**src/hdl/sfd_pkg.sv**
```systemverilog
// shared types and constants for the serial frame deframer
`default_nettype none

package sfd_pkg;

    localparam int CFG_INDEX_W = 2;
    localparam int CFG_DATA_W  = 16;

    localparam logic [CFG_INDEX_W-1:0] REG_START_MARKER = 2'd0;
    localparam logic [CFG_INDEX_W-1:0] REG_END_MARKER   = 2'd1;
    localparam logic [CFG_INDEX_W-1:0] REG_GAP_LIMIT    = 2'd2;

    localparam logic [7:0]  START_MARKER_RST = 8'd2;
    localparam logic [7:0]  END_MARKER_RST   = 8'd3;
    localparam logic [15:0] GAP_LIMIT_RST    = 16'd50;

    localparam logic [3:0] POS_CLOSE    = 4'd15;
    localparam logic [3:0] POS_PAYLOAD  = 4'd7;
    localparam logic [3:0] POS_LENGTH   = 4'd6;
    localparam logic [3:0] POS_REMOTE   = 4'd5;
    localparam logic [3:0] POS_EXTENDED = 4'd4;

    localparam logic OP_BYTE = 1'b0;
    localparam logic OP_TICK = 1'b1;

    localparam logic [15:0] TICKS_MAX = 16'hffff;

    typedef struct packed {
        logic [7:0]  start_marker;
        logic [7:0]  end_marker;
        logic [15:0] gap_limit;
    } t_cfg;

endpackage

`default_nettype wire

```
**src/hdl/sfd_cfg_regs.sv**
```systemverilog
// configuration register file for the serial frame deframer
`default_nettype none

module sfd_cfg_regs
    import sfd_pkg::*;
(
    input  wire logic                   i_clk,
    input  wire logic                   i_rst_n,
    input  wire logic                   i_cfg_valid,
    output logic                        o_cfg_ready,
    input  wire logic [CFG_INDEX_W-1:0] i_cfg_index,
    input  wire logic [CFG_DATA_W-1:0]  i_cfg_data,
    output t_cfg                        o_cfg
);

    t_cfg r_cfg;

    assign o_cfg_ready = 1'b1;
    assign o_cfg       = r_cfg;

    always_ff @(posedge i_clk) begin
        if (!i_rst_n) begin
            r_cfg.start_marker <= START_MARKER_RST;
            r_cfg.end_marker   <= END_MARKER_RST;
            r_cfg.gap_limit    <= GAP_LIMIT_RST;
        end else if (i_cfg_valid) begin
            unique case (i_cfg_index)
                REG_START_MARKER: r_cfg.start_marker <= i_cfg_data[7:0];
                REG_END_MARKER:   r_cfg.end_marker   <= i_cfg_data[7:0];
                REG_GAP_LIMIT:    r_cfg.gap_limit    <= i_cfg_data;
                default: ;
            endcase
        end
    end

endmodule

`default_nettype wire

```
**src/hdl/sfd_core.sv**
```systemverilog
// frame state update and result register
`default_nettype none

module sfd_core
    import sfd_pkg::*;
(
    input  wire logic        i_clk,
    input  wire logic        i_rst_n,
    input  wire t_cfg        i_cfg,
    input  wire logic        i_in_valid,
    input  wire logic        i_op,
    input  wire logic [7:0]  i_byte,
    output logic             o_take,
    output logic             o_valid,
    input  wire logic        i_stall,
    output logic [31:0]      o_identifier,
    output logic [7:0]       o_extended_byte,
    output logic [7:0]       o_remote_byte,
    output logic [7:0]       o_length_byte,
    output logic [63:0]      o_payload
);

    logic        r_frame, n_frame;
    logic [3:0]  r_pos, n_pos;
    logic [15:0] r_elapsed, n_elapsed;
    logic [31:0] r_ident, n_ident;
    logic [7:0]  r_ext, n_ext;
    logic [7:0]  r_rtr, n_rtr;
    logic [7:0]  r_len, n_len;
    logic [63:0] r_pl, n_pl;
    logic        r_out_valid;
    logic        emit;
    logic        live;
    logic [3:0]  pl_off;

    assign o_take = i_in_valid && (!r_out_valid || !i_stall);
    assign live   = r_frame && (r_elapsed <= i_cfg.gap_limit);
    assign pl_off = r_pos - POS_PAYLOAD;

    always_comb begin
        n_frame   = r_frame;
        n_pos     = r_pos;
        n_elapsed = r_elapsed;
        n_ident   = r_ident;
        n_ext     = r_ext;
        n_rtr     = r_rtr;
        n_len     = r_len;
        n_pl      = r_pl;
        emit      = 1'b0;
        if (i_op == OP_TICK) begin
            if (r_elapsed != TICKS_MAX) begin
                n_elapsed = r_elapsed + 16'd1;
            end
        end else if (live) begin
            n_elapsed = '0;
            if (r_pos == POS_CLOSE) begin
                n_frame = 1'b0;
                emit    = (i_byte == i_cfg.end_marker);
            end else begin
                if (r_pos >= POS_PAYLOAD) begin
                    n_pl[pl_off[2:0]*8 +: 8] = i_byte;
                end else if (r_pos == POS_LENGTH) begin
                    n_len = i_byte;
                end else if (r_pos == POS_REMOTE) begin
                    n_rtr = i_byte;
                end else if (r_pos == POS_EXTENDED) begin
                    n_ext = i_byte;
                end else begin
                    n_ident[r_pos[1:0]*8 +: 8] = i_byte;
                end
                n_pos = r_pos + 4'd1;
            end
        end else begin
            n_frame = 1'b0;
            if (i_byte == i_cfg.start_marker) begin
                n_frame   = 1'b1;
                n_elapsed = '0;
                n_pos     = '0;
                n_ident   = '0;
            end
        end
    end

    always_ff @(posedge i_clk) begin
        if (!i_rst_n) begin
            r_frame     <= 1'b0;
            r_pos       <= '0;
            r_elapsed   <= '0;
            r_ident     <= '0;
            r_ext       <= '0;
            r_rtr       <= '0;
            r_len       <= '0;
            r_pl        <= '0;
            r_out_valid <= 1'b0;
        end else begin
            if (o_take) begin
                r_frame     <= n_frame;
                r_pos       <= n_pos;
                r_elapsed   <= n_elapsed;
                r_ident     <= n_ident;
                r_ext       <= n_ext;
                r_rtr       <= n_rtr;
                r_len       <= n_len;
                r_pl        <= n_pl;
                r_out_valid <= emit;
            end else if (!i_stall) begin
                r_out_valid <= 1'b0;
            end
        end
    end

    always_ff @(posedge i_clk) begin
        if (o_take && emit) begin
            o_identifier    <= r_ident;
            o_extended_byte <= r_ext;
            o_remote_byte   <= r_rtr;
            o_length_byte   <= r_len;
            o_payload       <= r_pl;
        end
    end

    assign o_valid = r_out_valid;

    a_result_from_frame: assert property (@(posedge i_clk) disable iff (!i_rst_n)
        $rose(r_out_valid) |-> $past(r_frame))
        else $error("result without open frame");

    a_close_ends_frame: assert property (@(posedge i_clk) disable iff (!i_rst_n)
        (o_take && i_op == OP_BYTE && live && r_pos == POS_CLOSE) |=> !r_frame)
        else $error("frame still open after closing byte");

    a_tick_keeps_frame: assert property (@(posedge i_clk) disable iff (!i_rst_n)
        (o_take && i_op == OP_TICK) |=> (r_frame == $past(r_frame)) && !r_out_valid)
        else $error("tick changed frame state or gave a result");

    a_tick_saturates: assert property (@(posedge i_clk) disable iff (!i_rst_n)
        (o_take && i_op == OP_TICK && r_elapsed == TICKS_MAX) |=> r_elapsed == TICKS_MAX)
        else $error("tick counter wrapped");

endmodule

`default_nettype wire

```
**src/hdl/serial_frame_to_message_deframer.sv**
```systemverilog
// top level of the serial frame deframer
//
// input channel: i_valid / o_stall carry one request, either a received byte
// (i_op low, value on i_rx_byte) or one timer tick (i_op high).
// output channel: o_valid / i_stall carry one assembled message.
// config channel: i_cfg_valid / o_cfg_ready with register index and data;
// index 0 start marker, 1 end marker, 2 gap limit in ticks.
// a request is caught in an input register, then the frame state and the
// result register update when the core takes it: a message is driven from
// the result register, which loads as its closing byte is taken.
// throughput is one request per cycle while no message waits under i_stall;
// the state update is a single register write per request.
// while a finished message waits under i_stall the input register still
// takes one request; further requests are stalled until the message goes.
// reset (i_rst_n low, synchronous) closes any frame, clears the tick count
// and the held fields, and loads the marker and gap defaults.
`default_nettype none

module serial_frame_to_message_deframer
    import sfd_pkg::*;
(
    input  wire logic                   i_clk,
    input  wire logic                   i_rst_n,
    input  wire logic                   i_valid,
    output logic                        o_stall,
    input  wire logic                   i_op,
    input  wire logic [7:0]             i_rx_byte,
    output logic                        o_valid,
    input  wire logic                   i_stall,
    output logic [31:0]                 o_identifier,
    output logic [7:0]                  o_extended_byte,
    output logic [7:0]                  o_remote_byte,
    output logic [7:0]                  o_length_byte,
    output logic [63:0]                 o_payload,
    input  wire logic                   i_cfg_valid,
    output logic                        o_cfg_ready,
    input  wire logic [CFG_INDEX_W-1:0] i_cfg_index,
    input  wire logic [CFG_DATA_W-1:0]  i_cfg_data
);

    t_cfg       cfg;
    logic       r_in_valid;
    logic       r_op;
    logic [7:0] r_byte;
    logic       take;

    assign o_stall = r_in_valid && !take;

    always_ff @(posedge i_clk) begin
        if (!i_rst_n) begin
            r_in_valid <= 1'b0;
        end else if (!o_stall) begin
            r_in_valid <= i_valid;
        end
    end

    always_ff @(posedge i_clk) begin
        if (i_valid && !o_stall) begin
            r_op   <= i_op;
            r_byte <= i_rx_byte;
        end
    end

    sfd_cfg_regs u_cfg (
        .i_clk       (i_clk),
        .i_rst_n     (i_rst_n),
        .i_cfg_valid (i_cfg_valid),
        .o_cfg_ready (o_cfg_ready),
        .i_cfg_index (i_cfg_index),
        .i_cfg_data  (i_cfg_data),
        .o_cfg       (cfg)
    );

    sfd_core u_core (
        .i_clk           (i_clk),
        .i_rst_n         (i_rst_n),
        .i_cfg           (cfg),
        .i_in_valid      (r_in_valid),
        .i_op            (r_op),
        .i_byte          (r_byte),
        .o_take          (take),
        .o_valid         (o_valid),
        .i_stall         (i_stall),
        .o_identifier    (o_identifier),
        .o_extended_byte (o_extended_byte),
        .o_remote_byte   (o_remote_byte),
        .o_length_byte   (o_length_byte),
        .o_payload       (o_payload)
    );

endmodule

`default_nettype wire

```
**config.mk**
```make
export PLATFORM = sky130hd
export DESIGN_NAME = serial_frame_to_message_deframer
export DESIGN_NICKNAME = d
export VERILOG_FILES = /design/src/hdl/sfd_pkg.sv /design/src/hdl/sfd_cfg_regs.sv /design/src/hdl/sfd_core.sv /design/src/hdl/serial_frame_to_message_deframer.sv
export SDC_FILE = /design/constraint.sdc
export NUM_CORES = 1
export LEC_CHECK = 0
export ABC_AREA = 1
export ABC_CLOCK_PERIOD_IN_PS = 14050
export BUFFER_PORTS_ARGS = -buffer_cell sky130_fd_sc_hd__buf_4
export CAP_MARGIN = 10
export CORE_UTILIZATION = 48
export DETAILED_ROUTE_END_ITERATION = 7
export GPL_TIMING_DRIVEN = 1
export PLACE_DENSITY_LB_ADDON = 0.2
export SLEW_MARGIN = 20
export SYNTH_ARGS = -nofsm -noshare
export SYNTH_HDL_FRONTEND = slang
export SYNTH_SLANG_ARGS = --single-unit
```
**constraint.sdc**
```tcl
create_clock -name i_clk -period 14.05 [get_ports i_clk]
set_input_delay 2.1075 -clock i_clk [delete_from_list [all_inputs] [get_ports i_clk]]
set_output_delay 2.1075 -clock i_clk [all_outputs]
set_load 0.05 [all_outputs]
```
==> reports/metrics.csv <==
metric;value;unit
Async SR Flop Fraction;0;%
WL per Instance;14.7;um
crit path time final;4.73;ns
metal3 WL;1520;um
hold_sp;u_core.r_pl[53];
Die ar.;26700;sq um
area delta synth->final;18.8;%
NumNets Final;1553;
drt first pass iters;5;
yosys warns;0;
Main synth FF type;dfxtp_1;
post-cts gate resize count;0;
Netlist cell types;44;
final hold viol count;0;
Clock Sinks;304;
DR vias;9119;
met1 WL;12100;um
CP Launch Type;primary input;
Reg-to-Reg End;u_core.r_ident[20];
post-synth top area cell;edfxtp_1;
vias in the first global route;8402;
WHS Path Cells;0;
max-slew violation count;0;
Max-cap violations;0;
overall routing resource usage;20.5;%
WL met2;13000;um
initial antenna violation count;0;
antenna diode count;0;
Horiz. Die Dim;163;um
hold worst-path end;u_core.o_payload[53];
hold_buf cts;0;
depth of the CTS H-tree;1;
leakage;6.10;nW
Worst R2R Setup Slack;10.61;ns
top-count cell post-synth;nand2_1;
Post-Synthesis Cells;1364;
Setup-failing EPs final;0;
TNS Setup;0;ns
Die H;163;um
number of flops mapped to enable cells by yosys;129;
Post-CTS Setup Bufs;0;
Commonest cells post-synth;240 x nand2_1, 207 x nor2_1, 175 x dfxtp_1, 163 x inv_1, 129 x edfxtp_1;
Row Count;58;
slew of the pin with the lowest slew margin;0.987;ns
worst-path fanout max;2;
Syn Area/Cell;9.16;sq um
Detailed Route WL;27100;um
Rel. slew slack;34.2;%
Highest Signal Layer;met4;
CTS clk-pin slew, worst paths;0.06;ns
Synth area leaders;edfxtp_1 31%, dfxtp_1 28%, nand2_1 7.2%, nor2_1 6.2%, inv_1 4.9%;
RSZ-0062 raised after global routing;false;
PD cells;124;nW/um^2
# IOs;155;
worst r2r src;u_core.r_pos[0];
VDD IR max;0.0000913;V
CP Class;in2out;
outcome;finished, final reports clean;
remaining global-route overflow;0;
Mapped Area;12500;sq um
Iteration-0 DRC Markers;622;
register area share after synthesis;59.0;%
area share of the largest cell type after synthesis;31.0;%
Initial Util;49.3;%
WP data arrival;2.62;ns
worst-skew pair later-pin latency;0.55;ns
first-pass GRT wire length;43000;um
FF+latch count, synth;304;
largest net degree at the start of global routing;85;
Worst Reg-to-Reg Cells;8;
final hold slack;0.428;ns
HP Class;reg2reg;
drt drc;0;
Max Root-Sink Buffers;3;
Detail Placement HPWL;18100;um
Critical Path Sink Type;output pin;
layout cells sized above 1;16.3;%
CTS tree;yes;
Final Skew;0.0159;ns
vias per std cell;4.93;
final RePlAce weighted congestion;0.808;
Final ANT Viol Nets;0;
PortBufs;153;
fin crit share;33.7;%
Fmax;0.211;GHz
Worst EP required;11.94;ns
core outline area;25300;sq um
clock buffer count from CTS;30;
CTS root buf;clkbuf_16;
Syn Nets;1423;
-- layout make-up --
class	count	area, sq um
timing repair buffer	157	1180
tap	330	413
sequential	304	7380
clock inverter	21	244
clock buffer	35	821
fill	2247	10500
inverter	168	631
multi-input combinational	833	4180
-- routing by layer --
layer  track usage, %  vias up
li1                 -     4688
met5                0        -
met1             27.0     4183
met3             3.12       34
met4             5.23        0
met2             35.0      214
-- layout by cell type (no fill, tap or decap), types with 4 or more instances in the layout --
cell	n
nand2_1	240
nor2_1	207
dfxtp_1	175
inv_1	163
buf_4	157
edfxtp_1	129
a21oi_1	120
o21ai_0	82
clkbuf_16	31
ha_1	27
nor3_1	26
nand3_1	25
nand4_1	21
xnor2_1	16
nand3b_1	16
clkinv_1	7
nand2_2	6
clkinv_2	6
nor2_2	5
nand3_2	5
bufinv_16	5
xor2_1	4
nand4_2	4
o211ai_1	4
-- where the power goes --
part	switching, mW	internal, mW	leakage, nW
Combinational	0.0377	0.0219	2.91
Clock	0.338	0.510	0.518
Sequential	0.0142	0.922	2.67
Total	0.390	1.45	6.10
-- worst max-delay path: stages --
cell	delay, ns
buf_4	0.10
nand2_1	0.07
nor2_1	0.13
buf_4	0.22
-- cell families (layout without fill, tap and decap cells) --
family	after synthesis	in the layout	synth area share, %
xor gates and xnor gates	20	20	1.40
other	1	1	0.0300
DFF	304	304	59.0
adders and majority gates	27	27	2.70
buffers and inverters	227	381	7.62
AOI/OAI and AO/OA	215	215	9.17
and+or+nand+nor	570	570	20.0
-- per-stage QoR --
stage          total power [mW]  instance area, sq um  setup WS (ns)  cells  util, %
6_report                   1.84                 14800           9.32   1848     58.6
2_1_floorplan             0.992                 12500           4.42   1364        -
4_1_cts                    1.86                 14800           9.31   1848     58.6
3_3_place_gp               1.01                 13800           9.33   1792     54.4
3_5_place_dp               1.02                 13800           9.32   1792     54.4
5_1_grt                    1.91                 14800           9.27   1848     58.6
-- sequential cells by signal (all words and copies together), names as in the netlist, 4 cells and up --
register,count
r_byte,8
u_cfg.o_cfg,32
u_core.o_extended_byte,8
u_core.o_identifier,32
u_core.o_length_byte,8
u_core.o_payload,64
u_core.o_remote_byte,8
u_core.r_elapsed,16
u_core.r_ext,8
u_core.r_ident,32
u_core.r_len,8
u_core.r_pl,64
u_core.r_pos,4
u_core.r_rtr,8
-- worst max-delay path by stage --
stage               slack [ns]                         to  startpoint
global placement          9.33                    o_stall     i_stall
finish                    9.32                    o_stall     i_stall
CTS                       9.31                    o_stall     i_stall
detailed placement        9.32                    o_stall     i_stall
global route              9.27                    o_stall     i_stall
floorplan                 4.42  u_core.o_extended_byte[0]     i_stall
Power figures use the tool's default switching activity.
